<file path="config.mk">
export PLATFORM = sky130hd
export DESIGN_NAME = spi_self_addressed_config_slave_unit_flat
export DESIGN_NICKNAME = d
export VERILOG_FILES = /design/src/rtl/core/sacs_pkg.sv /design/src/rtl/core/sacs_if.sv /design/src/rtl/core/spi_self_addressed_config_slave_unit.sv /design/src/flat_wrapper.sv
export SDC_FILE = /design/constraint.sdc
export NUM_CORES = 1
export LEC_CHECK = 0
export ABC_AREA = 1
export BUFFER_PORTS_ARGS = -buffer_cell sky130_fd_sc_hd__buf_4
export CAP_MARGIN = 40
export CORE_ASPECT_RATIO = 0.7
export CORE_UTILIZATION = 50
export CTS_CLUSTER_DIAMETER = 200
export DETAILED_ROUTE_END_ITERATION = 10
export HOLD_SLACK_MARGIN = 0.1
export MAX_ROUTING_LAYER = met4
export PLACE_DENSITY = 0.7
export SLEW_MARGIN = 10
export SYNTH_ARGS = -nofsm -noshare
export SYNTH_HDL_FRONTEND = slang
export SYNTH_SLANG_ARGS = --single-unit
</file>
<file path="constraint.sdc">
create_clock -name clk -period 5.9 [get_ports clk]
set_clock_uncertainty 0.2 [all_clocks]
set_input_delay 1.18 -clock clk [delete_from_list [all_inputs] [get_ports clk]]
set_output_delay 1.18 -clock clk [all_outputs]
set_load 0.01 [all_outputs]
</file>
<file path="src/rtl/core/sacs_pkg.sv">
// Shared types and constants of the self-addressed SPI configuration slave.
package sacs_pkg;

	// Field widths
	localparam int unsigned CmdW     = 2;
	localparam int unsigned ByteW    = 8;
	localparam int unsigned BandW    = 6;
	localparam int unsigned PrescW   = 4;
	localparam int unsigned GainW    = 6;
	localparam int unsigned IntegW   = 5;
	localparam int unsigned CountW   = 32;

	// Event kinds
	typedef enum logic [CmdW-1:0] {
		CMD_SELECT = 2'd0,
		CMD_BYTE   = 2'd1,
		CMD_HOLD   = 2'd2,
		CMD_NONE   = 2'd3
	} cmd_t;

	// Target field of a self-addressed word (top two bits)
	typedef enum logic [1:0] {
		TGT_BANDPASS  = 2'b00,
		TGT_PRESCALER = 2'b01,
		TGT_GAIN      = 2'b10,
		TGT_EXTENDED  = 2'b11
	} target_t;

	// Bit 5 of an extended word picks the integrator or the channel
	localparam logic TGT_EXT_INTEGRATOR = 1'b0;

	typedef struct packed {
		logic [CmdW-1:0]  cmd;
		logic [ByteW-1:0] data_value;
	} item_t;

	typedef struct packed {
		logic [BandW-1:0]  bandpass_code;
		logic [PrescW-1:0] prescaler_code;
		logic              output_hiz;
		logic [GainW-1:0]  gain_code;
		logic [IntegW-1:0] integrator_code;
		logic              channel_sel;
		logic [ByteW-1:0]  last_word;
		logic [CountW-1:0] word_count;
		logic [CountW-1:0] txn_count;
		logic [CountW-1:0] hold_edge_count;
		logic              selected;
		logic              hold_level;
	} result_t;

endpackage

</file>
<file path="src/rtl/core/sacs_if.sv">
// Valid/ready stream interfaces for the event and snapshot channels.
interface sacs_item_if;
	import sacs_pkg::*;
	logic  valid;
	logic  ready;
	item_t payload;

	modport source (output valid, output payload, input ready);
	modport sink (input valid, input payload, output ready);
endinterface

interface sacs_result_if;
	import sacs_pkg::*;
	logic    valid;
	logic    ready;
	result_t payload;

	modport source (output valid, output payload, input ready);
	modport sink (input valid, input payload, output ready);
endinterface

</file>
<file path="src/rtl/core/spi_self_addressed_config_slave_unit.sv">
// SPI configuration slave: decodes self-addressed words and reports a register snapshot.
//
// Every accepted event (chip-select level, SPI byte or hold-pin level) yields exactly one
// register snapshot. An event is captured in an input register; when it commits from there,
// the register file is updated and the snapshot loaded into the output register, from
// which the result leaves. One event is taken every clock cycle; the state update in
// stage 1 sets that rate, and it only drops when the result channel stalls, in which
// case both stages hold.
module spi_self_addressed_config_slave_unit
	import sacs_pkg::*;
(
	input  logic                 clk,
	input  logic                 arst_n,
	sacs_item_if.sink            item,
	sacs_result_if.source        result
);

	// Pipeline registers
	logic    valid_s1;
	item_t   item_s1;
	logic    valid_s2;
	result_t result_s2;

	// Architectural state
	logic              select_q;
	logic              byte_waiting_q;
	logic [ByteW-1:0]  pending_q;
	logic [ByteW-1:0]  last_word_q;
	logic [BandW-1:0]  bandpass_q;
	logic [PrescW-1:0] prescaler_q;
	logic              hiz_q;
	logic [GainW-1:0]  gain_q;
	logic [IntegW-1:0] integ_q;
	logic              channel_q;
	logic [CountW-1:0] word_count_q;
	logic [CountW-1:0] txn_count_q;
	logic              hold_q;
	logic [CountW-1:0] hold_count_q;

	// Next-state values for the event in stage 1
	logic              select_d;
	logic              byte_waiting_d;
	logic [ByteW-1:0]  pending_d;
	logic [ByteW-1:0]  last_word_d;
	logic [BandW-1:0]  bandpass_d;
	logic [PrescW-1:0] prescaler_d;
	logic              hiz_d;
	logic [GainW-1:0]  gain_d;
	logic [IntegW-1:0] integ_d;
	logic              channel_d;
	logic [CountW-1:0] word_count_d;
	logic [CountW-1:0] txn_count_d;
	logic              hold_d;
	logic [CountW-1:0] hold_count_d;

	logic    advance;
	logic    commit;
	logic    pin_high;
	result_t result_d;

	// Stage 2 frees when empty or when its transfer completes
	assign advance     = !valid_s2 || result.ready;
	assign commit      = advance && valid_s1;
	assign item.ready  = !valid_s1 || advance;

	assign result.valid   = valid_s2;
	assign result.payload = result_s2;

	// Compute the register file after the stage-1 event
	always_comb begin
		select_d       = select_q;
		byte_waiting_d = byte_waiting_q;
		pending_d      = pending_q;
		last_word_d    = last_word_q;
		bandpass_d     = bandpass_q;
		prescaler_d    = prescaler_q;
		hiz_d          = hiz_q;
		gain_d         = gain_q;
		integ_d        = integ_q;
		channel_d      = channel_q;
		word_count_d   = word_count_q;
		txn_count_d    = txn_count_q;
		hold_d         = hold_q;
		hold_count_d   = hold_count_q;
		pin_high       = (item_s1.data_value != '0);

		case (cmd_t'(item_s1.cmd))
			CMD_SELECT: begin
				if (!pin_high && !select_q) begin
					// Open a transaction and drop any stale byte
					select_d       = 1'b1;
					byte_waiting_d = 1'b0;
					txn_count_d    = txn_count_q + CountW'(1);
				end else if (pin_high && select_q) begin
					// Close the transaction and decode the pending word
					select_d = 1'b0;
					if (byte_waiting_q) begin
						last_word_d  = pending_q;
						word_count_d = word_count_q + CountW'(1);
						case (target_t'(pending_q[7:6]))
							TGT_BANDPASS:  bandpass_d = pending_q[BandW-1:0];
							TGT_PRESCALER: begin
								prescaler_d = pending_q[PrescW:1];
								hiz_d       = pending_q[0];
							end
							TGT_GAIN:      gain_d = pending_q[GainW-1:0];
							default: begin
								if (pending_q[5] == TGT_EXT_INTEGRATOR) begin
									integ_d = pending_q[IntegW-1:0];
								end else begin
									channel_d = pending_q[0];
								end
							end
						endcase
					end
				end
			end
			CMD_BYTE: begin
				// Capture while selected; the last byte wins
				if (select_q) begin
					pending_d      = item_s1.data_value;
					byte_waiting_d = 1'b1;
				end
			end
			CMD_HOLD: begin
				if (pin_high != hold_q) begin
					hold_d       = pin_high;
					hold_count_d = hold_count_q + CountW'(1);
				end
			end
			default: begin
			end
		endcase

		result_d.bandpass_code   = bandpass_d;
		result_d.prescaler_code  = prescaler_d;
		result_d.output_hiz      = hiz_d;
		result_d.gain_code       = gain_d;
		result_d.integrator_code = integ_d;
		result_d.channel_sel     = channel_d;
		result_d.last_word       = last_word_d;
		result_d.word_count      = word_count_d;
		result_d.txn_count       = txn_count_d;
		result_d.hold_edge_count = hold_count_d;
		result_d.selected        = select_d;
		result_d.hold_level      = hold_d;
	end

	// Hold the pipeline valid bits
	always_ff @(posedge clk or negedge arst_n) begin
		if (!arst_n) begin
			valid_s1 <= 1'b0;
			valid_s2 <= 1'b0;
		end else begin
			if (item.ready) begin
				valid_s1 <= item.valid;
			end
			if (advance) begin
				valid_s2 <= valid_s1;
			end
		end
	end

	// Capture payloads
	always_ff @(posedge clk) begin
		if (item.valid && item.ready) begin
			item_s1 <= item.payload;
		end
		if (commit) begin
			result_s2 <= result_d;
		end
	end

	// Update the register file
	always_ff @(posedge clk or negedge arst_n) begin
		if (!arst_n) begin
			select_q       <= 1'b0;
			byte_waiting_q <= 1'b0;
			pending_q      <= '0;
			last_word_q    <= '0;
			bandpass_q     <= '0;
			prescaler_q    <= '0;
			hiz_q          <= 1'b0;
			gain_q         <= '0;
			integ_q        <= '0;
			channel_q      <= 1'b0;
			word_count_q   <= '0;
			txn_count_q    <= '0;
			hold_q         <= 1'b0;
			hold_count_q   <= '0;
		end else if (commit) begin
			select_q       <= select_d;
			byte_waiting_q <= byte_waiting_d;
			pending_q      <= pending_d;
			last_word_q    <= last_word_d;
			bandpass_q     <= bandpass_d;
			prescaler_q    <= prescaler_d;
			hiz_q          <= hiz_d;
			gain_q         <= gain_d;
			integ_q        <= integ_d;
			channel_q      <= channel_d;
			word_count_q   <= word_count_d;
			txn_count_q    <= txn_count_d;
			hold_q         <= hold_d;
			hold_count_q   <= hold_count_d;
		end
	end

endmodule
</file>
<file path="src/flat_wrapper.sv">
// flat-port wrapper written by rule: the top's interface ports become plain ports
module spi_self_addressed_config_slave_unit_flat import sacs_pkg::*;
  (clk, arst_n, item_valid, item_payload, item_ready, result_valid, result_payload, result_ready);
  sacs_item_if item_i ();
  sacs_result_if result_i ();
  input  logic clk;
  input  logic arst_n;
  input wire logic [$bits(item_i.valid)-1:0] item_valid;
  input wire logic [$bits(item_i.payload)-1:0] item_payload;
  output wire logic [$bits(item_i.ready)-1:0] item_ready;
  output wire logic [$bits(result_i.valid)-1:0] result_valid;
  output wire logic [$bits(result_i.payload)-1:0] result_payload;
  input wire logic [$bits(result_i.ready)-1:0] result_ready;
  assign item_i.valid = item_valid;
  assign item_i.payload = item_payload;
  assign item_ready = item_i.ready;
  assign result_valid = result_i.valid;
  assign result_payload = result_i.payload;
  assign result_i.ready = result_ready;
  spi_self_addressed_config_slave_unit u_core (.clk(clk), .arst_n(arst_n), .item(item_i), .result(result_i));
endmodule
</file>
==> load_flow_metrics.sql <==
INSERT INTO impl_metrics (metric_group, metric, value, unit) VALUES
('final_layout', 'finalInstanceArea', '15500', 'sq um'),
('flow_run', 'drv_cap', '0', ''),
('synthesis', 'yosys.cell_types.count', '38', ''),
('outcome', 'run_status', 'finished clean', ''),
('global_routing', 'wire_length_of_the_first_global_routing_pass', '48000', 'microns'),
('floorplan', 'pin_count', '145', ''),
('clocking', 'tritoncts.num_buffers', '27', ''),
('clocking', 'hold_buffers', '0', ''),
('drt', 'detailroute.via_count', '10300', ''),
('final_layout', 'antenna-diode-count', '0', ''),
('synthesis', 'syn-instance-count', '1496', ''),
('sta', 'timing.final.hold_violations', '0', ''),
('final_layout', 'final_nets', '1655', ''),
('synthesis', 'synthTopCellsByArea', 'sky130_fd_sc_hd__edfxtp_1, sky130_fd_sc_hd__dfrtp_1, sky130_fd_sc_hd__nand2_1', ''),
('sta', 'final.hold.worst_slack', '0.280', 'ns'),
('synthesis', 'synth_seq_area_share', '0.584', ''),
('min_path', 'hold_path_stages', '2', ''),
('power', 'seq_power_share', '0.492', ''),
('placement', 'routabilityCongestion', '0.931', ''),
('power', 'switching_share', '0.316', ''),
('placement', 'hpwl', '20600', 'microns'),
('power', 'power.share.clock', '0.296', ''),
('setup_path', 'worst_r2r_path_depth', '6', ''),
('sta', 'maxSlewViolCount', '0', ''),
('clocking', 'htree_num_levels', '1', ''),
('setup_path', 'worst_ep_arrival', '1.61', 'ns'),
('placement', 'placedInstanceArea', '14600', 'sq um'),
('drt', 'ant_nets', '0', ''),
('synthesis', 'syn_area', '13200', 'sq um'),
('power', 'p_leak', '7.10', 'nW'),
('clocking', 'cts-root-buf', 'sky130_fd_sc_hd__clkbuf_16', ''),
('floorplan', 'placement_rows', '49', ''),
('drt', 'routed_wirelength', '29900', 'microns'),
('drt', 'route.detailed.drc', '0', ''),
('drt', 'post_drt_via_cell_ratio', '5.18', ''),
('power', 'power_report.internal_total', '3.97', 'mW'),
('drt', 'first_iter_violations', '885', ''),
('power', 'p_per_area', '375', 'nW/um^2'),
('sta', 'timing.final.setup_violations', '0', ''),
('drt', 'detail_route.first_pass.iterations', '5', ''),
('synthesis', 'synth.yosys.warnings', '0', ''),
('global_routing', 'globalRouteTotalUtil', '0.230', ''),
('final_layout', 'final_core_utilization', '0.600', ''),
('final_layout', 'layout.cells.non_filler', '1989', ''),
('sta', 'timing.final.ws_setup', '2.91', 'ns'),
('setup_path', 'worst_setup_path_start_kind', 'input pin', ''),
('floorplan', 'dieWidth', '196', 'microns'),
('global_routing', 'globalRouteOverflowTotal', '0', ''),
('sta', 'timing.setup.tns', '0', 'ns'),
('sta', 'slew_headroom', '0.514', ''),
('global_routing', 'vias_in_the_first_global_route', '9409', ''),
('placement', 'pre_cts_ws', '2.54', 'ns'),
('power', 'power.total', '5.80', 'mW'),
('clocking', 'ctsResizeCount', '0', ''),
('global_routing', 'antenna_violations_before_repair', '0', ''),
('sta', 'timing.final.crit_share', '0.507', ''),
('setup_path', 'critPathKind', 'in -> out', ''),
('clocking', 'tritoncts', 'done', ''),
('floorplan', 'initial_core_util', '0.511', ''),
('clocking', 'clock_sinks', '279', ''),
('setup_path', 'critical_path_required', '4.52', 'ns'),
('setup_path', 'critical_path_depth', '4', ''),
('synthesis', 'synthDominantAreaCellType', 'sky130_fd_sc_hd__edfxtp_1', ''),
('synthesis', 'synth_seq_cells', '279', ''),
('setup_path', 'critPathBufInv', '3', ''),
('floorplan', 'floorplan.core_area', '25700', 'sq um'),
('final_layout', 'syn_to_final_growth', '17.6', '%'),
('sta', 'grt_setup_unrepaired', 'false', ''),
('power', 'vdd_ir_drop_max', '0.221', 'mV'),
('placement', 'numPortBuffers', '144', ''),
('drt', 'routedWlPerCell', '15.0', 'microns');
## synth_stat cells (all sizes together)
cell / instances
nand2: 547
inv: 174
dfrtp: 140
edfxtp: 139
o21ai: 121
nand3: 110
nor2: 110
nand4: 33
xor2: 24
clkbuf: 20
and2: 19
buf: 18
nor3: 18
nor4: 7
a21oi: 4
ha: 3
nand3b: 3
a31oi: 2
xnor2: 2
o21bai: 1
o31ai: 1
## per-layer routing
layer,part of all wire,global-route usage
met1,0.50,0.338
met2,0.43,0.341
met3,0.049,0.0323
met4,0.017,0.0482
met5,0,-
## sequential cells by signal, summed over array words and instances (netlist names), 4 cells and up
| register | flops |
|---|---|
| u_core.pending_q | 8 |
| u_core.txn_count_q | 32 |
| u_core.result.payload | 129 |
| u_core.prescaler_q | 4 |
| u_core.integ_q | 5 |
| u_core.gain_q | 6 |
| u_core.item_s1 | 10 |
| u_core.hold_count_q | 32 |
| u_core.last_word_q | 8 |
| u_core.bandpass_q | 6 |
| u_core.word_count_q | 32 |
## power by group through the flow
stage / sequential (mW) / clock, mW / combinational [mW]
4_1_cts: 2.85 / 1.75 / 1.24
3_5_place_dp: 2.88 / 0 / 1.23
5_1_grt: 2.90 / 1.81 / 1.39
6_report: 2.85 / 1.72 / 1.23
2_1_floorplan: 2.90 / 0 / 0.652
3_3_place_gp: 2.87 / 0 / 1.19
## path summary, 6_finish.rpt
| check | slack (ns) | to | start |
|---|---|---|---|
| max | 2.91 | item_ready | result_ready |
| min | 0.28 | u_core.gain_q[0] | u_core.gain_q[0] |
| max reg2reg | 3.24 | u_core.result.payload[128] | u_core.item_s1[8] |
| min reg2reg | 0.28 | u_core.gain_q[0] | u_core.gain_q[0] |
| max in group asynchronous | 4.28 | u_core.txn_count_q[5] | arst_n |
| min in group asynchronous | 0.35 | u_core.word_count_q[21] | arst_n |
## cells by family (layout without fill, tap and decap cells)
logic type | Yosys count | after routing | synth area share
compound gates | 129 | 129 | 0.0534
simple gates | 847 | 847 | 0.280
fa+ha+maj | 3 | 3 | 0.00285
xor+xnor | 26 | 26 | 0.0173
flops | 279 | 279 | 0.584
buf+inv | 212 | 374 | 0.0629
## worst register-to-register path, cell delays in order (launching register included)
cell	delay, ns
sky130_fd_sc_hd__edfxtp_1	0.48
sky130_fd_sc_hd__nor2_4	0.34
sky130_fd_sc_hd__inv_2	0.17
sky130_fd_sc_hd__nor2_4	0.18
sky130_fd_sc_hd__nand4_1	0.44
sky130_fd_sc_hd__o21ai_0	0.49
sky130_fd_sc_hd__inv_1	0.10
## cells in the final DEF (no fill, tap or decap), types with 10 or more instances in the layout
cell and n:
sky130_fd_sc_hd__nor2_2 10, sky130_fd_sc_hd__edfxtp_1 139, sky130_fd_sc_hd__dfrtp_1 140, sky130_fd_sc_hd__clkbuf_16 27, sky130_fd_sc_hd__nor2_4 10, sky130_fd_sc_hd__nor2_1 89, sky130_fd_sc_hd__o21ai_1 17, sky130_fd_sc_hd__and2_1 19
sky130_fd_sc_hd__nand3_1 105, sky130_fd_sc_hd__nand2_1 541, sky130_fd_sc_hd__o21ai_0 94, sky130_fd_sc_hd__xor2_1 24, sky130_fd_sc_hd__nor3_1 16, sky130_fd_sc_hd__inv_1 170, sky130_fd_sc_hd__nand4_1 33, sky130_fd_sc_hd__buf_4 146
## layout make-up
| cell class | instances | area [sq um] |
|---|---|---|
| Fill cell | 2202 | 10300 |
| Sequential cell | 279 | 7680 |
| Multi-Input combinational cell | 1005 | 4660 |
| Timing Repair Buffer | 151 | 1180 |
| Clock buffer | 37 | 743 |
| Inverter | 174 | 661 |
| Tap cell | 331 | 414 |
| Clock inverter | 12 | 131 |
Power figures use the tool's default switching activity.
